### src/design/sbe_div.sv
// ---------------------------------------------------------------------------
// sbe_div
// Iterative restoring divider: 63-bit numerator, 33-bit divisor, quotient
// known to fit 32 bits; two quotient bits per cycle.
// ---------------------------------------------------------------------------
module sbe_div (
	input  logic        clk,
	input  logic        arst_n,
	input  logic        load,
	input  logic [62:0] num,
	input  logic [32:0] den,
	output logic        busy,
	output logic [31:0] quo
);

	logic [32:0] rem_q;
	logic [31:0] lo_q;
	logic [31:0] quo_q;
	logic [32:0] den_q;
	logic [4:0]  cnt_q;

	logic [32:0] rem_n;
	logic [31:0] lo_n;
	logic [31:0] quo_n;
	logic [33:0] r2;

	// Two long-division steps per cycle
	always_comb begin
		rem_n = rem_q;
		lo_n  = lo_q;
		quo_n = quo_q;
		r2    = '0;
		for (int i = 0; i < 2; i++) begin
			r2   = {rem_n, lo_n[31]};
			lo_n = {lo_n[30:0], 1'b0};
			if (r2 >= {1'b0, den_q}) begin
				rem_n = 33'(r2 - {1'b0, den_q});
				quo_n = {quo_n[30:0], 1'b1};
			end else begin
				rem_n = r2[32:0];
				quo_n = {quo_n[30:0], 1'b0};
			end
		end
	end

	always_ff @(posedge clk or negedge arst_n) begin
		if (!arst_n) begin
			cnt_q <= '0;
		end else if (load) begin
			cnt_q <= 5'd16;
		end else if (cnt_q != 5'd0) begin
			cnt_q <= cnt_q - 5'd1;
		end
	end

	always_ff @(posedge clk) begin
		if (load) begin
			rem_q <= {2'b00, num[62:32]};
			lo_q  <= num[31:0];
			quo_q <= '0;
			den_q <= den;
		end else if (cnt_q != 5'd0) begin
			rem_q <= rem_n;
			lo_q  <= lo_n;
			quo_q <= quo_n;
		end
	end

	assign busy = (cnt_q != 5'd0);
	assign quo  = quo_q;

endmodule

### config.mk
export PLATFORM = sky130hd
export DESIGN_NAME = sbe_div
export DESIGN_NICKNAME = d
export VERILOG_FILES = /design/src/design/sbe_div.sv
export SDC_FILE = /design/constraint.sdc
export NUM_CORES = 1
export LEC_CHECK = 0
export ABC_AREA = 1
export BUFFER_PORTS_ARGS = -buffer_cell sky130_fd_sc_hd__buf_2
export CORE_MARGIN = 1.5
export CORE_UTILIZATION = 30
export CTS_BUF_LIST = sky130_fd_sc_hd__clkbuf_16
export CTS_CLUSTER_DIAMETER = 30
export DETAILED_ROUTE_END_ITERATION = 8
export SETUP_SLACK_MARGIN = 0.05
export SLEW_MARGIN = 20
export SYNTH_ARGS = -nofsm -noshare
export SYNTH_HDL_FRONTEND = slang
export SYNTH_SLANG_ARGS = --single-unit
### constraint.sdc
create_clock -name clk -period 4.65 [get_ports clk]
set_input_delay 0.465 -clock clk [delete_from_list [all_inputs] [get_ports clk]]
set_output_delay 0.465 -clock clk [all_outputs]
set_load 0.005 [all_outputs]
== Word-level counts from Yosys, hierarchy flattened ==
Cells that the tools add are included.

* Bitwise gates (word level): 0
* $lt $le $gt $ge: 2
* $add $sub $neg: 3
* Reductions and logical operators: 2
* Shift-type cells: 0
* Muxes and demuxes: 10
* $mul: 0
* Divide/modulo/power cells: 0
* Equality and inequality tests: 0

{| class="wikitable"
|+ Operators with widths
! cell !! count
|-
| 34-bit by 33-bit greater-or-equal comparator with 1-bit output || 2
|-
| 33-bit 2-to-1 mux || 2
|-
| 33-bit subtractor || 2
|-
| 32-bit 2-to-1 mux || 2
|-
| 31-bit 2-to-1 mux || 2
|-
| 5-bit 2-to-1 mux || 2
|-
| 5-bit nonzero test || 1
|-
| 5-bit by 1-bit subtractor with 5-bit output, second input constant || 1
|-
| 1-bit 2-to-1 mux || 2
|-
| 2-bit nonzero test || 1
|}

* Output and inout port bits: 33
* Flip-flop bits (word level): 135
* Latch bits: 0
* Bits in writable memories: 0
* Input port bits: 99
* Word-level logic and storage cells: 23
* Bits in read-only memories: 0
* Memories kept: 0

== Longest topological paths before layout ==
Gate-level depths: netlist of the first run.

* Word-level depth: 6
* Gate-level depth with buffers: 34
* Mapped depth without buffers: 32

== Worst setup path after synthesis of the first run ==
No wires, ideal clock.

* Path kind: reg-to-reg
* Start: reg rem_q[16]
* End: reg rem_q[19] (data pin)
* Arrival time: 3.710 ns
* Path buffers: 3
* Period minus slack after synthesis: 3.963 ns
* Setup time: 0.253 ns
* Data required time: 4.397 ns
* Stages on the path, launching flop included: 30
* Setup slack: 0.687 ns
* Cell sequence: edfxtp_1 -> ha_1 -> nand2_2 -> inv_1 -> nand2_1 -> nand3_1 -> a21oi_1 -> nand2_1 -> nand2_1 -> nand4_2 -> buf_4 -> buf_2 -> o21ai_0 -> inv_1 -> fa_1 -> nand3_1 -> nand2_1 -> nand2_1 -> nand2_1 -> nand2_1 -> nand2_1 -> nand2_1 -> nand2_1 -> nand2_1 -> nand2_1 -> nand2_1 -> clkbuf_1 -> nand3_1 -> nand3_1 -> nand2_1

* Cells in the longest elaborated chain, start to end: 6
* Elaborated cells on any way between the ends: 8
* Classes of those cells: 2 x add/sub; 2 x order compare; 4 x mux

{| class="wikitable"
|+ RTL lines
! item !! RTL line !! text
|-
| start, declared || 16 || <nowiki>logic [32:0] rem_q;</nowiki>
|-
| start signal, assigned || 58 || <nowiki>rem_q <= {2'b00, num[62:32]};</nowiki>
|-
| start signal, assigned || 63 || <nowiki>rem_q <= rem_n;</nowiki>
|-
| 33-bit subtractor or 34-bit by 33-bit greater-or-equal comparator with 1-bit output (tied branches) || 37, 36 ||
|-
| 33-bit 2-to-1 mux (*) || 36 || <nowiki>if (r2 >= {1'b0, den_q}) begin</nowiki>
|-
| 33-bit subtractor or 34-bit by 33-bit greater-or-equal comparator with 1-bit output (tied branches) || 37, 36 ||
|-
| 33-bit 2-to-1 mux (*) || 36 ||
|-
| 31-bit 2-to-1 mux (*) || 62 || <nowiki>end else if (cnt_q != 5'd0) begin</nowiki>
|-
| 31-bit 2-to-1 mux (*) || 57 || <nowiki>if (load) begin</nowiki>
|}

Every way passes the cells marked *; elsewhere a longest branch is shown, timed or not. The select of a mux whose other input is x is not followed.
A chain may end at the register's enable or synchronous reset.

== Worst setup path in the final report of the first run ==
* Start: reg rem_q[14]
* End: reg rem_q[23] (data pin)

Same word-level chain as after synthesis.

==> results of run 1 <==
[worst max-delay path, stage by stage (launching register included)]
cell and delay, ns:
edfxtp_1 0.45, ha_4 0.33, nand2_2 0.11, nor2_4 0.15, nand2_1 0.12, nor3b_2 0.32
nand3_2 0.17, nand4_4 0.20, buf_12 0.15, clkbuf_4 0.19, nand3_1 0.11, o21ai_2 0.10
inv_1 0.06, ha_1 0.32, buf_4 0.16, nand2_1 0.06, nand2_1 0.07, a31oi_1 0.30
o21ai_0 0.21, a21oi_1 0.15, nand2_1 0.12, xnor2_1 0.18, nand2_1 0.08, nand3_1 0.10
nand2_1 0.08
[per-stage QoR]
stage / worst slack (ns) / std cells
after global routing: -0.00703 / 2159
after CTS: 0.0655 / 2145
after detailed placement: -0.169 / 2111
after floorplan: 0.687 / 1492
final: 0.0787 / 2159
after global placement: -0.136 / 2111
[placed cells by master (no fill, tap or decap), drive strengths merged, types with 4 or more instances in the layout]
master  synthesis  routed
nand2         486     486
buf            47     242
inv           225     232
nand3         111     111
nor2          103     103
edfxtp         96      96
a21oi          77      77
ha             68      68
o21ai          66      66
dfxtp          34      34
o22ai          28      28
xnor2          26      26
clkbuf         19      24
xor2           17      17
nor3           15      15
nand4          14      14
o21bai         12      12
nor4            5       5
dfrtp           5       5
clkinv          2       5
o211ai          4       4
a21o            4       4
o21a            4       4
or2             4       4
[state kept, by name, summed over array words and instances, names as in the netlist]
| signal | cells |
|---|---|
| cnt_q | 5 |
| den_q | 33 |
| lo_q | 32 |
| quo | 32 |
| rem_q | 33 |
[repair_timing]
action	in CTS	in global routing
cloned	1	3
endpoints found under the setup margin	34	34
pin swaps	0	16
buffers inserted	0	11
hold endpoints to repair	5	0
hold buffers	1	0
resized for setup	7	144
[logic make-up (layout without fill, tap and decap cells)]
family	Yosys count	count (layout)	share of synthesized area [%]
compound gates	206	206	11.0
xor+xnor	43	43	3.59
fa+ha+maj	70	70	8.50
buf+inv	293	505	12.1
flops	135	135	35.2
simple gates	745	745	29.6
[layout make-up]
type | count | area share [%]
timing repair buffer | 246 | 12.2
tap | 455 | 4.19
sequential | 135 | 27.2
multi-input combinational | 1064 | 45.4
inverter | 227 | 6.29
clock buffer | 21 | 3.87
clock inverter | 11 | 0.885
[layer usage]
layer	GRT usage [%]	vias up	part of all wire, %
li1	-	5216	-
met1	24.5	4818	43
met2	31.3	317	47
met3	3.60	60	6.3
met4	8.33	4	3.1
met5	0	-	0.071
[how the worst max path moves through the flow]
| stage | from | to | slack (ns) | cells past startpoint |
|---|---|---|---|---|
| 4_1_cts | lo_q[31] | rem_q[16] | 0.07 | 30 |
| 5_1_grt | rem_q[13] | rem_q[23] | -0.007 | 24 |
| 3_3_place_gp | den_q[14] | rem_q[20] | -0.14 | 24 |
| 6_report | rem_q[14] | rem_q[23] | 0.08 | 24 |
| 2_1_floorplan | rem_q[16] | rem_q[19] | 0.69 | 29 |
| 3_5_place_dp | rem_q[14] | rem_q[20] | -0.17 | 23 |
==> results_dict.tcl, run 1 <==
set metrics [dict create \
    fill_cells 3596 \
    fmax_mhz 219 \
    fin_nets 1860 \
    report.final.slew_viol_count 0 \
    placed_area_um2 12100 \
    seq_area_um2 3690 \
    antenna_found_initial 3 \
    grt-ovfl-total 0 \
    r2r_end "rem_q[23]" \
    synthTopCellsByCount "481 x nand2_1, 217 x inv_1, 110 x nand3_1" \
    rsz0062_at_grt "yes" \
    grt_pass1_vias 9792 \
    area_growth_syn_to_layout_pct 29.5 \
    vias 10400 \
    fin_util_pct 39.4 \
    worst_ep_required_time_ns 4.83 \
    diodes 0 \
    cts_tree "done" \
    drt.antenna.violating_nets 0 \
    wirelength_um 35200 \
    firstDrtPassIters 5 \
    reg2reg_depth 24 \
    ys_top_cells_by_area "edfxtp_1 28%, nand2_1 17%, ha_1 8.1%, inv_1 7.8%, dfxtp_1 6.5%" \
    core-area_um2 34500 \
    hold_path.class "input port to flip-flop" \
    ys_seq_area_share_pct 35.2 \
    floorplan.die_area_um2 36100 \
    crit_path_start_kind "flip-flop" \
    numCtsBuffers 17 \
    initial_utilization_pct 30.4 \
    yosys.area.top_type "edfxtp_1" \
    synth_edf_count 96 \
    multi_input_area_um2 6160 \
    ys_types 47 \
    dp_hpwl_um 27200 \
    synth_top_area_share_pct 27.5 \
    synthesis.area_um2 10500 \
    worst-setup-path-type "flip-flop to flip-flop" \
    syn_nets 1661 \
    crit_fanout 8 \
    vias_per_cell 4.82 \
    ys_seq_elements 135 \
    clockBufferDepth 2 \
    status "completed" \
    grt_usage_pct 19.1 \
    design_area_um2 13600 \
    holdPathEnd "den_q[32]" \
    rows 68 \
    wl_per_cell_um 16.3 \
    drive_above_1_share_pct 24.4 \
    hold_violations 0 \
    hp-start "den[32]" \
    fin_hold_ws_ns 0.186 \
    gp_congestion 0.963 \
    setup_viol 0 \
    netlist_instances 1492 \
    drv_cap 0 \
    yosysMostFrequentCell "nand2_1" \
    period_share_pct 98.3 \
    syn_avg_cell_area_um2 7.03 \
    end_kind "flip-flop" \
    period_needed_ns 4.57 \
    path_clk_slew_ns 0.07 \
    drc 0 \
    setup_tns_ns 0 \
    clkSinkCount 135 \
    drtIter0Drc 677 \
    yosys_warnings 0 \
    async_flop_share_pct 3.70 \
    r2r-start "rem_q[14]" \
    slew_headroom_pct 37.8 \
    die_w_um 190 \
    io_buffers 131 \
    whs_path_depth 1 \
    r2r_slack_ns 0.08 \
    clk_latency_ns 0.46 \
    grt_pass1_wl_um 52900 \
    ioPinCount 132 \
    grt_max_degree 63 \
    tightest_slew_ns 0.932 \
    arrival_ns 4.75 \
    root_buffer "clkbuf_16" \
    die_h_um 190 \
    h-tree-depth 4 \
    skew_ns 0.0263 \
    synth-main-ff-cell "edfxtp_1" \
]
Power of run 1 is left out: the tool's default activity adds up to more than one toggle a clock period on the data nets, which glitch-free logic cannot reach.
==> run 2, diff against run 1 <==
CORE_UTILIZATION = 60   (was 30)
MAX_ROUTING_LAYER = met4   (was unset)
PLACE_DENSITY = 0.82   (was unset)
==> run 2 against run 1 <==
  * Via count up 5.9%
  * Core utilization up 38 points
  * Global-route usage up 18 points
  * Fmax up 1.0%
  * Clock skew down 0.0083 ns
  * Routed wire length up 0.80%
  * Count of clock-buffer cells in the layout down 4
  * Cell count down 12%
==> results_dict.tcl, run 2 (synthesis gave the netlist of run 1 again) <==
set metrics [dict create \
    setup_viol 0 \
    clkSinkCount 135 \
    wl_per_cell_um 18.7 \
    crit_path_start_kind "flip-flop" \
    r2r_end "rem_q[23]" \
    fmax_mhz 221 \
    path_clk_slew_ns 0.08 \
    grt_pass1_vias 9736 \
    report.final.slew_viol_count 0 \
    antenna_found_initial 0 \
    drtIter0Drc 1043 \
    numCtsBuffers 17 \
    whs_path_depth 1 \
    io_buffers 131 \
    setup_tns_ns 0 \
    crit_fanout 9 \
    fin_hold_ws_ns 0.191 \
    core-area_um2 17200 \
    multi_input_area_um2 6310 \
    grt-ovfl-total 0 \
    arrival_ns 4.71 \
    placed_area_um2 11500 \
    drv_cap 0 \
    cts_tree "done" \
    dp_hpwl_um 24700 \
    diodes 0 \
    hold_path.class "input port to flip-flop" \
    vias 11000 \
    skew_ns 0.0180 \
    status "completed" \
    h-tree-depth 4 \
    grt_pass1_wl_um 49900 \
    slew_headroom_pct 28.4 \
    wirelength_um 35500 \
    fin_nets 1829 \
    holdPathEnd "den_q[5]" \
    worst_ep_required_time_ns 4.84 \
    seq_area_um2 3690 \
    root_buffer "clkbuf_16" \
    grt_max_degree 83 \
    drc 0 \
    r2r_slack_ns 0.12 \
    design_area_um2 13200 \
    clockBufferDepth 2 \
    grt_usage_pct 36.7 \
    reg_top3 "den_q: 33 flops, rem_q: 33 flops" \
    end_kind "flip-flop" \
    gp_congestion 1.06 \
    hp-start "den[5]" \
    die_h_um 135 \
    floorplan.die_area_um2 18300 \
    initial_utilization_pct 61.0 \
    fill_cells 1248 \
    final_common_cell "nand2_1" \
    vias_per_cell 5.81 \
    drt.antenna.violating_nets 0 \
    drive_above_1_share_pct 24.1 \
    period_needed_ns 4.53 \
    hold_violations 0 \
    period_share_pct 97.3 \
    firstDrtPassIters 6 \
    tightest_slew_ns 1.07 \
    area_growth_syn_to_layout_pct 26.2 \
    ioPinCount 132 \
    layout_common_cells "459 x nand2_1, 200 x inv_1, 130 x buf_2" \
    rows 48 \
    r2r-start "rem_q[22]" \
    reg2reg_depth 25 \
    clk_latency_ns 0.44 \
    die_w_um 135 \
    worst-setup-path-type "flip-flop to flip-flop" \
    fin_util_pct 77.0 \
]
## run 2: cell types whose count changed in the layout (fill, tap and decap cells not counted), sizes merged
cell,before,now
bufinv,1,0
buf,242,208
clkbuf,24,23
clkinv,5,7
clkinvlp,0,1
inv,232,234
## run 2: how the worst max path moves through the flow
stage | start | to | slack (ns) | cells after the start
after global routing | den_q[13] | rem_q[15] | -0.1 | 31
after global placement | den_q[15] | rem_q[24] | -0.07 | 27
after CTS | lo_q[31] | rem_q[30] | 0.05 | 29
after detailed placement | rem_q[13] | rem_q[24] | -0.07 | 28
final | rem_q[22] | rem_q[23] | 0.12 | 25
after floorplan | rem_q[16] | rem_q[19] | 0.69 | 29
## run 2: area by class of cell
| class | count | share of cell area [%] |
|---|---|---|
| clock inverters | 15 | 1.18 |
| repair buffers | 215 | 11.4 |
| clock buffers | 17 | 3.22 |
| well taps | 225 | 2.13 |
| inverters | 227 | 6.47 |
| flip-flops and latches | 135 | 27.9 |
| multi-input cells | 1064 | 47.7 |
## run 2: metrics by stage
stage | setup WS (ns) | instances
after floorplan | 0.687 | 1492
after global placement | -0.0654 | 1836
after detailed placement | -0.0656 | 1836
after CTS | 0.0539 | 1870
after global routing | -0.0996 | 1898
final | 0.124 | 1898
## run 2: layer usage
layer  vias up  global-route usage [%]  part of all wire [%]
met5         -                       -                     0
met2       646                    56.5                    45
met4         0                    13.1                   4.5
met1      5081                    49.4                    41
li1       5167                       -                     -
met3       132                    5.76                   9.4
## run 2: worst max-delay path, stage by stage, from the launching register on
cell      delay [ns]
edfxtp_1        0.47
ha_4            0.34
nand2_2         0.10
nor2_4          0.17
nand2_2         0.11
nor3_4          0.25
nand3_2         0.14
nand4_4         0.19
buf_12          0.16
buf_6           0.14
nand2_1         0.06
o21ai_0         0.10
buf_4           0.18
inv_1           0.04
ha_1            0.28
buf_4           0.15
inv_1           0.08
o21bai_1        0.11
a31oi_1         0.27
o21ai_0         0.21
a21oi_1         0.15
nand2_1         0.13
xnor2_1         0.18
nand2_1         0.10
nand3_1         0.09
nand2_1         0.07
## run 2: timing repair
action	CTS	global route
resized for setup	3	174
pin swaps	0	29
gates cloned	1	6
buffers inserted	0	22
hold buffers	1	0
setup endpoints to repair	31	34
endpoints found under the hold margin	5	0
Power of run 2 is left out for the same reason.
