==> src/design/sbe_sqrt.sv <==
// ---------------------------------------------------------------------------
// sbe_sqrt
// Iterative floor square root, two result bits per cycle.
// ---------------------------------------------------------------------------
module sbe_sqrt (
	input  logic        clk,
	input  logic        arst_n,
	input  logic        load,
	input  logic [62:0] rad,
	output logic        busy,
	output logic [31:0] root
);

	logic [63:0] rad_q;
	logic [33:0] rem_q;
	logic [31:0] root_q;
	logic [4:0]  cnt_q;

	logic [63:0] rad_n;
	logic [33:0] rem_n;
	logic [31:0] root_n;
	logic [35:0] r2;
	logic [35:0] trial;

	// Two restoring steps per cycle
	always_comb begin
		rad_n  = rad_q;
		rem_n  = rem_q;
		root_n = root_q;
		r2     = '0;
		trial  = '0;
		for (int i = 0; i < 2; i++) begin
			r2    = {rem_n, rad_n[63:62]};
			trial = {2'b00, root_n, 2'b01};
			rad_n = {rad_n[61:0], 2'b00};
			if (r2 >= trial) begin
				rem_n  = 34'(r2 - trial);
				root_n = {root_n[30:0], 1'b1};
			end else begin
				rem_n  = r2[33:0];
				root_n = {root_n[30:0], 1'b0};
			end
		end
	end

	// Count down the iterations
	always_ff @(posedge clk or negedge arst_n) begin
		if (!arst_n) begin
			cnt_q <= '0;
		end else if (load) begin
			cnt_q <= 5'd16;
		end else if (cnt_q != 5'd0) begin
			cnt_q <= cnt_q - 5'd1;
		end
	end

	// Hold the datapath
	always_ff @(posedge clk) begin
		if (load) begin
			rad_q  <= {1'b0, rad};
			rem_q  <= '0;
			root_q <= '0;
		end else if (cnt_q != 5'd0) begin
			rad_q  <= rad_n;
			rem_q  <= rem_n;
			root_q <= root_n;
		end
	end

	assign busy = (cnt_q != 5'd0);
	assign root = root_q;

endmodule

==> config.mk <==
export PLATFORM = sky130hd
export DESIGN_NAME = sbe_sqrt
export DESIGN_NICKNAME = d
export VERILOG_FILES = /design/src/design/sbe_sqrt.sv
export SDC_FILE = /design/constraint.sdc
export NUM_CORES = 1
export LEC_CHECK = 0
export BUFFER_PORTS_ARGS = -buffer_cell sky130_fd_sc_hd__buf_2
export CAP_MARGIN = 20
export CELL_PAD_IN_SITES_DETAIL_PLACEMENT = 1
export CELL_PAD_IN_SITES_GLOBAL_PLACEMENT = 1
export CORE_MARGIN = 4
export CORE_UTILIZATION = 29
export CTS_BUF_LIST = sky130_fd_sc_hd__clkbuf_4
export DETAILED_ROUTE_END_ITERATION = 8
export GPL_TIMING_DRIVEN = 0
export PLACE_DENSITY = 0.59
export SYNTH_ARGS = -nofsm -noshare
export SYNTH_HDL_FRONTEND = slang
export SYNTH_SLANG_ARGS = --single-unit
==> constraint.sdc <==
create_clock -name clk -period 6 [get_ports clk]
set_input_delay 1.2 -clock clk [delete_from_list [all_inputs] [get_ports clk]]
set_output_delay 1.2 -clock clk [all_outputs]
set_load 0.01 [all_outputs]
### Word level (Yosys, flattened, before mapping)

Index checks and enable logic that the tools add are counted.

| storage, ports and cells | value |
|---|---|
| word-level logic and storage cells | 20 |
| bits in read-only memories | 0 |
| memory bits (writable) | 0 |
| memories | 0 |
| flip-flop bits (word level) | 135 |
| latch bits | 0 |

| cells by class | value |
|---|---|
| magnitude comparators | 2 |
| bitwise gates (word level) | 0 |
| reduce and logical (&&, ||, !) cells | 2 |
| div/mod/pow operators | 0 |
| equality and inequality tests | 0 |
| $mul | 0 |
| $add $sub $neg | 3 |
| shift-type cells | 0 |
| mux-type cells | 8 |

Operator list:

| kind | count |
|---|---|
| 63-bit 2-to-1 mux | 2 |
| 36-bit by 34-bit greater-or-equal comparator with 1-bit output | 2 |
| 34-bit 2-to-1 mux | 2 |
| 34-bit subtractor | 2 |
| 5-bit 2-to-1 mux | 2 |
| 5-bit nonzero test | 1 |
| 5-bit by 1-bit subtractor with 5-bit output, second input constant | 1 |
| 1-bit 2-to-1 mux | 2 |
| 2-bit nonzero test | 1 |

### Longest topological paths before layout

Gate-level depths: netlist of the first run.

| depth | value |
|---|---|
| word-level depth | 4 |
| gate-level depth with buffers | 29 |
| depth with buffers taken out | 24 |

### Worst setup path before layout of the first run

Ideal clock, no wire load.

| timing path | value |
|---|---|
| kind | register to register |
| start | reg root_q[24], in the netlist root[24] |
| end | reg rem_q[2] |
| required time | 5.938 ns |
| arrival time | 5.584 ns |
| stages on the path, launching flop included | 29 |
| slack | 0.353 ns |
| buffers on the path | 6 |
| cell sequence | dfxtp_1 > inv_1 > ha_1 > clkbuf_1 > a21oi_1 > a21oi_1 > a211oi_1 > a31o_2 > nand3_4 > inv_4 > buf_2 > buf_1 > nand2_1 > o21ai_0 > ha_1 > clkbuf_1 > a21o_1 > a21o_1 > a21oi_1 > o21ai_0 > a21oi_1 > nor2_1 > a211oi_1 > a21oi_2 > or3_1 > buf_2 > buf_6 > a2111o_1 > nand3_1 |

| on the way | value |
|---|---|
| longest elaborated chain between the ends | 4 |

RTL lines:

| element | RTL line | text |
|---|---|---|
| start: declaration | 16 | `logic [31:0] root_q;` |
| start signal: assignment | 66 | `root_q <= root_n;` |
| 36-bit by 34-bit greater-or-equal comparator with 1-bit output or 34-bit subtractor (tied branches) | 36, 37 |  |
| 34-bit 2-to-1 mux or 1-bit 2-to-1 mux (tied branches) | 36 | `if (r2 >= trial) begin` |
| 34-bit subtractor or 36-bit by 34-bit greater-or-equal comparator with 1-bit output (tied branches) | 37, 36 |  |
| 34-bit 2-to-1 mux (*) | 36 |  |
| end signal: assignment | 65 | `rem_q <= rem_n;` |
| end: declaration | 15 | `logic [33:0] rem_q;` |

Every way passes the cells marked *; elsewhere a longest branch is shown, timed or not.
A chain may end at the register's enable or synchronous reset.

### Final worst setup path of the first run

| timing path | value |
|---|---|
| start | reg root_q[28], in the netlist root[28] |
| end | reg rem_q[2] |

Same word-level chain as after synthesis.

==> key figures, run 1 <==
Synthesis
  • Simple-Gate Fraction of Synth Area: 17.2%
  • Main combinational cell family by area after synthesis: compound AO/OA/AOI/OAI gates
  • Number of storage elements in the synthesis netlist: 135
  • Adder and majority cell fraction of the synthesized area: 8.68%
  • Share of cell area taken by muxes after synthesis: 8.00%
  • Combined area of all synthesized cells: 10100 um^2
  • Cell accounting for the most synthesized area: edfxtp_1
  • Share of synthesized flip-flops with an asynchronous set or reset: 3.70%
  • Net count after synthesis: 1324
  • Cell types occupying the most area after synthesis: edfxtp_1, dfxtp_1, ha_1, mux2_2, nand2_1
  • Post-synthesis sequential area ratio: 33.3%
  • Count of flip-flops with a built-in enable after synthesis: 63
  • Avg Synthesized Cell Area: 8.49 um^2
  • Share of the synthesized netlist area taken by xor and xnor gates: 4.17%
  • Ys flop type: dfxtp_1
  • Syn Inst Count: 1188
  • Count of synthesis-stage warnings from yosys: 0
  • Number of distinct library cell variants in the gate-level netlist after synthesis: 69
  • Area share of the leading cell type in the synthesized netlist: 18.8%
  • Area fraction in compound gates after synthesis: 21.4%

Critical path
  • Critical path launch point type: flop
  • Delay of the slowest critical-path stage: 0.56 ns
  • Biggest fanout along the worst timing path: 13
  • Crit path arrival time: 6.35 ns
  • Cell-by-cell trace of the critical path: inv_1 -> ha_2 -> nand4_4 -> or4_4 -> nor4_4 -> o21ai_2 -> nand3_4 -> inv_4 -> clkbuf_8 -> o21ai_0 -> ha_1 -> nand4_1 -> and3b_1 -> nand3b_1 -> nor3b_1 -> o31ai_1 -> o311ai_1 -> a221oi_1 -> o211ai_1 -> or3_1 -> buf_2 -> buf_6 -> a2111o_1 -> nand3_1
  • Slowest library cell on the worst path: or4_4
  • Crit end category: flop
  • CP required: 6.54 ns
  • Class of the most critical setup path: reg -> reg

Cells and area
  • Final standard cell count with taps included and fillers excluded: 1766
  • Area Growth Syn to Fin: 19.2%
  • Final Instance Area: 12000 um^2
  • Fraction of layout cells with a size suffix above 1: 27.3%
  • Layout Nets: 1433

Detailed routing
  • Post-detailed-route DRC marker count: 0
  • Vias per std cell: 5.31
  • Via count: 9378
  • Post-DRT Antenna Nets: 0
  • Detailed Route Iter0 Violations: 534
  • Number of iterations in the first detailed-routing pass: 5
  • Routed wirelength normalized by instance count: 21.8 um
  • Routed wire length: 38.6 mm

Placement
  • Standard cell area after detailed placement: 11200 um^2
  • Routability-driven placement congestion ratio: 0.862
  • Detailed placement HPWL: 29.6 mm
  • Count of input and output buffers: 98
  • Dpl cells: 1744

Clock tree
  • Deepest clock path buffer count: 2
  • H-tree Lvls: 4
  • Number of sinks driven by the clock tree: 135
  • CTS tree: yes
  • Later-pin clock latency in the skew report: 0.61 ns
  • Clk pin slew, worst setup/hold paths: 0.15 ns
  • TritonCTS buffer count: 17
  • Root Buffer: clkbuf_4

Die
  • DIE HEIGHT: 194 um
  • Die width: 194 um
  • Full die area: 37800 um^2
  • Core Rows: 68
  • Top Ports: 99
  • Standard cell core area: 34500 um^2
  • Starting utilization of the core area: 29.3%

Timing
  • Fmax achieved: 172 MHz
  • Number of hold-slack violations in the final timing report: 0
  • Worst-margin pin slew: 1.00 ns
  • Final setup violation count: 0
  • Portion of the clock cycle consumed by the worst path in the final layout: 96.8%
  • Minimum period implied by the final worst setup slack: 5.81 ns
  • Relative max-transition margin: 33.1%
  • Pins over their slew limit: 0
  • Layout Skew: 0.0363 ns

GRT
  • Global-route wire length before repair: 58.9 mm
  • Vias in the first global route: 9874
  • Maximum number of pins on one net before global-route repair: 64
  • Total congestion overflow: 0
  • Global routing usage summed across all routing layers: 20.0%
  • Antenna violations before repair: 3

Min path
  • Hold Path Class: in -> async

Job
  • Number of max-capacitance violations reported: 0

Outcome
  • Status: completed
## cells in the final DEF (no fill, tap or decap), drive strengths merged, types with 31 or more instances in the layout
master | netlist | layout
a21o | 38 | 38
a21oi | 109 | 109
buf | 46 | 155
clkbuf | 53 | 51
dfxtp | 67 | 67
edfxtp | 63 | 63
ha | 70 | 70
inv | 60 | 70
mux2 | 61 | 61
nand2 | 154 | 154
nor2 | 82 | 82
o21ai | 69 | 69
xnor2 | 31 | 31
## area by class of cell
| class | count | area [um^2] |
|---|---|---|
| Antenna cell | 1 | 2.50 |
| Buffer | 76 | 509 |
| Clock buffer | 17 | 128 |
| Clock inverter | 15 | 153 |
| Fill cell | 4116 | 22400 |
| Inverter | 60 | 228 |
| Multi-Input combinational cell | 894 | 6440 |
| Sequential cell | 135 | 3390 |
| Tap cell | 455 | 569 |
| Timing Repair Buffer | 113 | 601 |
## worst paths after layout
path	start	end	slack [ns]	depth (start not counted)
max	root[28]$_SDFFE_PP0P_	rem_q[2]$_SDFFE_PP0P_	0.19	24
min	arst_n	cnt_q[3]$_DFFE_PN0P_	0.40	1
max reg2reg	root[28]$_SDFFE_PP0P_	rem_q[2]$_SDFFE_PP0P_	0.19	24
min reg2reg	root[6]$_SDFFE_PP0P_	root[8]$_SDFFE_PP0P_	0.49	2
max in group asynchronous	arst_n	cnt_q[2]$_DFFE_PN0P_	5.47	1
min in group clk	root[6]$_SDFFE_PP0P_	root[8]$_SDFFE_PP0P_	0.49	2
## metrics by stage
| step | setup TNS, ns | hold slack (ns) | setup WS, ns | utilization (%) |
|---|---|---|---|---|
| CTS | 0 | 0.360 | 0.00111 | 34.2 |
| floorplan | 0 | 0.455 | 0.353 | - |
| global route | -0.0218 | 0.365 | -0.0180 | 34.9 |
| finish | 0 | 0.395 | 0.195 | 34.9 |
| detailed placement | -81.74 | 0.484 | -2.56 | 32.4 |
| global placement | -95.31 | 0.475 | -3.02 | 32.3 |
## cells in the mapped netlist (all sizes together) (5+ instances only)
cell type,count
nand2,154
a21oi,109
nor2,82
ha,70
o21ai,69
dfxtp,67
edfxtp,63
mux2,61
inv,60
clkbuf,53
buf,46
a21o,38
xnor2,31
nand4,22
a211oi,21
nand3,19
a311oi,17
nor3,17
xor2,17
mux2i,12
o21a,11
a31oi,9
nand2b,9
nand3b,9
o31ai,9
and2,8
nor2b,8
and3,7
a211o,6
nor3b,6
o21bai,6
or3,6
a2111oi,5
a21boi,5
a31o,5
and4,5
dfrtp,5
o31a,5
## critical path, delay by kind of cell, from the launching register on
kind / cells / cell delay, ns
and+or+nand+nor: 10 / 2.19
adders and majority gates: 2 / 0.81
AOI/OAI and AO/OA: 7 / 1.56
buffers and inverters: 5 / 0.77
DFF: 1 / 0.39
## kinds of logic (layout without fill, tap and decap cells)
| logic type | after synthesis | count (layout) |
|---|---|---|
| xor gates and xnor gates | 48 | 48 |
| adders and majority gates | 70 | 70 |
| DFF | 135 | 135 |
| buffers and inverters | 159 | 281 |
| other | 0 | 1 |
| muxes | 73 | 73 |
| and+or+nand+nor | 365 | 365 |
| AOI/OAI and AO/OA | 338 | 338 |
## state kept, by name (all words and copies together) (netlist names)
register and flops:
cnt_q 5, rad_q 64, rem_q 34, root 32
## metal layers
metal	GRT usage [%]	wire length, um
met1	25.8	17800
met3	4.26	1660
met4	5.96	1030
met5	0	13
met2	33.5	18100
## what timing repair did
action	4_1_cts	5_1_grt
endpoints found under the setup margin	35	35
gates resized for setup	92	74
pin swaps	13	11
hold buffers	0	0
buffers inserted	6	6
Power of run 1 is not shown: default switching activity piles up to over one toggle a cycle in this logic, so the estimate is an artifact.
==> run 2: changes to the inputs <==
--- a/config.mk
+++ b/config.mk
@@ -6,7 +6,7 @@
 export NUM_CORES = 1
 export LEC_CHECK = 0
 export BUFFER_PORTS_ARGS = -buffer_cell sky130_fd_sc_hd__buf_2
-export CAP_MARGIN = 20
+export CAP_MARGIN = 30
 export CELL_PAD_IN_SITES_DETAIL_PLACEMENT = 1
 export CELL_PAD_IN_SITES_GLOBAL_PLACEMENT = 1
 export CORE_MARGIN = 4
@@ -14,7 +14,7 @@
 export CTS_BUF_LIST = sky130_fd_sc_hd__clkbuf_4
 export DETAILED_ROUTE_END_ITERATION = 8
 export GPL_TIMING_DRIVEN = 0
-export PLACE_DENSITY = 0.59
+export PLACE_DENSITY = 0.62
 export SYNTH_ARGS = -nofsm -noshare
 export SYNTH_HDL_FRONTEND = slang
 export SYNTH_SLANG_ARGS = --single-unit
==> key figures, run 2 (synthesis gave the netlist of run 1 again) <==
Critical path
  • Biggest fanout along the worst timing path: 13
  • Crit end category: flop
  • Reg2Reg Setup Slack: 0.25 ns
  • CP required: 6.52 ns
  • FF-to-FF End: rem_q[2]$_SDFFE_PP0P_
  • R2r worst-path depth: 24
  • Launch point of the worst reg-to-reg path: root[18]$_SDFFE_PP0P_
  • Critical path launch point type: flop
  • Crit path arrival time: 6.27 ns
  • Class of the most critical setup path: reg -> reg

Timing
  • Worst-margin pin slew: 0.906 ns
  • Setup TNS Final: 0 ns
  • Pins over their slew limit: 0
  • Final setup violation count: 0
  • Fmax achieved: 174 MHz
  • Relative max-transition margin: 39.6%
  • Layout Skew: 0.0377 ns
  • Minimum period implied by the final worst setup slack: 5.75 ns
  • Number of hold-slack violations in the final timing report: 0
  • Portion of the clock cycle consumed by the worst path in the final layout: 95.9%

Detailed routing
  • Post-detailed-route DRC marker count: 0
  • Routed wirelength normalized by instance count: 21.4 um
  • Vias per std cell: 5.38
  • Detailed Route Iter0 Violations: 508
  • Number of iterations in the first detailed-routing pass: 5
  • Post-DRT Antenna Nets: 0
  • Routed wire length: 38.0 mm
  • Via count: 9535

Clock tree
  • Number of sinks driven by the clock tree: 135
  • TritonCTS buffer count: 17
  • Later-pin clock latency in the skew report: 0.60 ns
  • Root Buffer: clkbuf_4
  • H-tree Lvls: 4
  • Deepest clock path buffer count: 2
  • Clk pin slew, worst setup/hold paths: 0.14 ns
  • CTS tree: yes

Cells and area
  • Flip-flop count of the largest register, all copies and words added: 64
  • Layout Nets: 1439
  • Area Growth Syn to Fin: 19.5%
  • Most frequent standard cell in the layout excluding fill and tap cells: nand2_1
  • Most flop-heavy register: rad_q
  • Fraction of layout cells with a size suffix above 1: 26.9%
  • Most used cells in the layout excluding fill and tap cells: nand2_1, a21oi_1, buf_2

Job
  • Number of max-capacitance violations reported: 0

Die
  • Top Ports: 99
  • DIE HEIGHT: 194 um
  • Standard cell core area: 34500 um^2
  • Starting utilization of the core area: 29.3%
  • Core Rows: 68
  • Die width: 194 um
  • Full die area: 37800 um^2

Placement
  • Routability-driven placement congestion ratio: 0.881
  • Detailed placement HPWL: 29.4 mm
  • Count of input and output buffers: 98

Min path
  • Hold Path Class: in -> async

GRT
  • Total congestion overflow: 0
  • Global-route wire length before repair: 57.5 mm
  • Antenna violations before repair: 5
  • Vias in the first global route: 9767
  • Global routing usage summed across all routing layers: 19.5%
  • Maximum number of pins on one net before global-route repair: 64

Outcome
  • Status: completed
run 2: cell type report:
| cell class | count | area, um^2 |
|---|---|---|
| diodes | 1 | 2.50 |
| plain buffers | 78 | 500 |
| clock buffers | 17 | 128 |
| clock inverters | 15 | 174 |
| fillers | 4130 | 22400 |
| inverters | 60 | 228 |
| multi-input cells | 894 | 6430 |
| flip-flops and latches | 135 | 3390 |
| well taps | 455 | 569 |
| repair buffers | 117 | 629 |
run 2: worst max-delay path by stage:
| stage | startpoint | end | slack, ns |
|---|---|---|---|
| floorplan | root[24]$_SDFFE_PP0P_ | rem_q[2]$_SDFFE_PP0P_ | 0.35 |
| global placement | root[24]$_SDFFE_PP0P_ | rem_q[9]$_SDFFE_PP0P_ | -2.66 |
| detailed placement | root[24]$_SDFFE_PP0P_ | rem_q[20]$_SDFFE_PP0P_ | -2.80 |
| CTS | root[0]$_SDFFE_PP0P_ | rem_q[2]$_SDFFE_PP0P_ | 0.006 |
| global route | root[4]$_SDFFE_PP0P_ | rem_q[2]$_SDFFE_PP0P_ | -0.03 |
| finish | root[18]$_SDFFE_PP0P_ | rem_q[2]$_SDFFE_PP0P_ | 0.25 |
run 2: per-layer routing:
metal,share of wire (%),vias to the layer above,track usage [%]
li1,-,4507,-
met1,44,4708,24.8
met2,47,250,33.0
met3,6.0,62,4.52
met4,2.4,8,5.83
met5,0.14,-,0
run 2: worst max-delay path: stages, from the launching register on:
cell,delay (ns)
dfxtp_2,0.46
inv_1,0.11
ha_1,0.45
nand4_1,0.21
nor2_2,0.22
o2111ai_1,0.21
a31o_2,0.28
nand3_4,0.10
inv_4,0.09
buf_6,0.18
o31ai_2,0.36
ha_1,0.40
nand4_1,0.19
and3b_1,0.20
nand3b_1,0.15
nor3b_1,0.07
o31ai_1,0.09
o311ai_2,0.19
a221oi_2,0.33
o211ai_1,0.21
or3_1,0.33
buf_2,0.18
buf_6,0.18
a2111o_1,0.37
nand3_1,0.07
run 2: timing repair:
item	in CTS	in global routing
hold buffers	0	0
setup buffers	12	5
pin swaps	13	10
endpoints found under the hold margin	0	0
resized for setup	88	79
endpoints found under the setup margin	35	35
run 2: per-stage QoR:
step / util [%] / cell area (um^2) / hold WS (ns) / worst slack [ns] / instances
after floorplan: - / 10100 / 0.455 / 0.353 / 1188
after global placement: 32.3 / 11100 / 0.462 / -2.66 / 1741
after detailed placement: 32.4 / 11200 / 0.481 / -2.80 / 1743
after CTS: 34.2 / 11800 / 0.346 / 0.00643 / 1772
after global routing: 35.0 / 12000 / 0.367 / -0.0329 / 1772
final: 35.0 / 12000 / 0.413 / 0.247 / 1772
Power of run 2 is left out for the same reason.
==> run 3: changes to the inputs <==
--- a/config.mk
+++ b/config.mk
@@ -9,12 +9,14 @@
 export CAP_MARGIN = 30
 export CELL_PAD_IN_SITES_DETAIL_PLACEMENT = 1
 export CELL_PAD_IN_SITES_GLOBAL_PLACEMENT = 1
+export CORE_ASPECT_RATIO = 0.5
 export CORE_MARGIN = 4
 export CORE_UTILIZATION = 29
 export CTS_BUF_LIST = sky130_fd_sc_hd__clkbuf_4
 export DETAILED_ROUTE_END_ITERATION = 8
 export GPL_TIMING_DRIVEN = 0
 export PLACE_DENSITY = 0.62
+export SLEW_MARGIN = 10
 export SYNTH_ARGS = -nofsm -noshare
 export SYNTH_HDL_FRONTEND = slang
 export SYNTH_SLANG_ARGS = --single-unit
==> constraint.sdc (replaced) <==
create_clock -name clk -period 5.03 [get_ports clk]
set_input_delay 1.006 -clock clk [delete_from_list [all_inputs] [get_ports clk]]
set_output_delay 1.006 -clock clk [all_outputs]
set_load 0.01 [all_outputs]
==> key figures, run 3 (synthesis gave the netlist of run 1 again) <==
GRT
  • Vias in the first global route: 10747
  • Maximum number of pins on one net before global-route repair: 64
  • Total congestion overflow: 0
  • Global-route wire length before repair: 64.6 mm
  • Antenna violations before repair: 1
  • Global routing usage summed across all routing layers: 22.0%

Critical path
  • Class of the most critical setup path: reg -> reg
  • Crit path arrival time: 6.03 ns
  • Crit end category: flop
  • CP required: 5.54 ns
  • Critical path launch point type: flop
  • Biggest fanout along the worst timing path: 8

Cells and area
  • Fraction of layout cells with a size suffix above 1: 43.1%
  • Flip-flop count of the largest register, all copies and words added: 64
  • Area of the multi-input gates: 7530 um^2
  • Final Instance Area: 14200 um^2
  • Area Growth Syn to Fin: 41.2%
  • Most frequent standard cell in the layout excluding fill and tap cells: nand2_1
  • Most flop-heavy register: rad_q
  • Storage element area: 3420 um^2
  • Layout Nets: 1537
  • Count of filler cells inserted in the layout: 3862
  • Most used cells in the layout excluding fill and tap cells: nand2_1, buf_4, buf_2

Clock tree
  • H-tree Lvls: 4
  • Number of sinks driven by the clock tree: 135
  • Clk pin slew, worst setup/hold paths: 0.14 ns
  • Later-pin clock latency in the skew report: 0.63 ns
  • Deepest clock path buffer count: 2
  • CTS tree: yes
  • TritonCTS buffer count: 17
  • Number of hold buffers added after CTS: 0
  • Root Buffer: clkbuf_4

Min path
  • Hold Path Class: in -> async

Die
  • Starting utilization of the core area: 29.9%
  • DIE HEIGHT: 140 um
  • Core Rows: 47
  • Full die area: 38000 um^2
  • Top Ports: 99
  • Die width: 272 um
  • Standard cell core area: 33700 um^2

Detailed routing
  • Post-detailed-route DRC marker count: 0
  • Post-DRT Antenna Nets: 0
  • Number of iterations in the first detailed-routing pass: 5
  • Detailed Route Iter0 Violations: 711
  • Routed wire length: 43.1 mm
  • Via count: 10275
  • Routed wirelength normalized by instance count: 22.9 um
  • Vias per std cell: 5.47

Placement
  • Place WS: -2.65 ns
  • Routability-driven placement congestion ratio: 0.918
  • Standard cell area after detailed placement: 11300 um^2
  • Detailed placement HPWL: 30.1 mm
  • Count of input and output buffers: 98

Timing
  • Pins over their slew limit: 0
  • Setup TNS Final: -14.77 ns
  • Portion of the clock cycle consumed by the worst path in the final layout: 110%
  • RSZ-0062 raised after global routing: true
  • Minimum period implied by the final worst setup slack: 5.51 ns
  • Worst-margin pin slew: 0.983 ns
  • Fmax achieved: 181 MHz
  • Number of hold-slack violations in the final timing report: 0
  • Final setup violation count: 35
  • Worst Slack Setup Final: -0.485 ns
  • Relative max-transition margin: 34.5%
  • Layout Skew: 0.0702 ns

Outcome
  • Violations in the final reports: setup timing
  • Status: complete, but fails checks

Job
  • Number of max-capacitance violations reported: 0
## run 3: final cells by class
cell class                      instances  share of cell area [%]
Multi-Input combinational cell        894                    52.9
Sequential cell                       135                    24.0
Timing Repair Buffer                  215                    10.6
Buffer                                 78                    4.36
Tap cell                              465                    4.09
Inverter                               60                    1.80
Clock inverter                         13                    1.20
Clock buffer                           19                    1.00
Antenna cell                            1                  0.0176
## run 3: path summary, 6_finish.rpt
path                                            start               endpoint  slack, ns  depth (start not counted)
max in group asynchronous                      arst_n   cnt_q[2]$_DFFE_PN0P_       4.68                          1
worst min-delay path                           arst_n   cnt_q[1]$_DFFE_PN0P_       0.21                          1
worst max-delay path            root[13]$_SDFFE_PP0P_  rem_q[5]$_SDFFE_PP0P_      -0.48                         27
worst min register to register  root[28]$_SDFFE_PP0P_  root[30]$_SDFFE_PP0P_       0.47                          2
worst max register to register  root[13]$_SDFFE_PP0P_  rem_q[5]$_SDFFE_PP0P_      -0.48                         27
min in group clk                root[28]$_SDFFE_PP0P_  root[30]$_SDFFE_PP0P_       0.47                          2
## run 3: per-stage QoR
step / hold slack (ns) / util (%) / cells
after floorplan: 0.455 / - / 1188
after global placement: 0.476 / 33.4 / 1751
after detailed placement: 0.498 / 33.5 / 1752
after CTS: 0.167 / 40.1 / 1848
after global routing: 0.165 / 42.3 / 1880
final: 0.208 / 42.3 / 1880
## run 3: worst max-delay path: stages (launching register included)
cell and delay (ns):
dfxtp_2 0.37, inv_2 0.08, ha_1 0.30, clkbuf_4 0.18, a2111oi_2 0.37, o21ai_1 0.19
o21ai_1 0.17, o21a_1 0.22, o31ai_4 0.12, a21o_1 0.24, a21oi_2 0.17, xor2_1 0.27
o21ai_4 0.10, ha_4 0.26, and4_4 0.20, and3b_1 0.17, nand3b_1 0.15, nor3b_2 0.07
o31ai_2 0.08, o311ai_2 0.15, a221oi_2 0.30, o211ai_1 0.14, buf_4 0.16, nor3_4 0.27
buf_6 0.24, buf_6 0.15, nand2_2 0.07, a311oi_2 0.27
## run 3: repair_timing
item | CTS | global route
endpoints found under the setup margin | 35 | 35
buffers inserted | 76 | 34
pin swaps | 88 | 71
cloned | 7 | 0
resized for setup | 303 | 106
## run 3: layer usage
metal / routed length, um / vias up / GRT usage, % / part of all wire (%)
li1: - / 4717 / - / -
met5: 0 / - / 0 / 0
met4: 903 / 0 / 5.49 / 2.1
met3: 3320 / 75 / 5.06 / 7.7
met2: 19500 / 350 / 35.0 / 45
met1: 19300 / 5133 / 30.3 / 45
Power of run 3 is left out for the same reason.
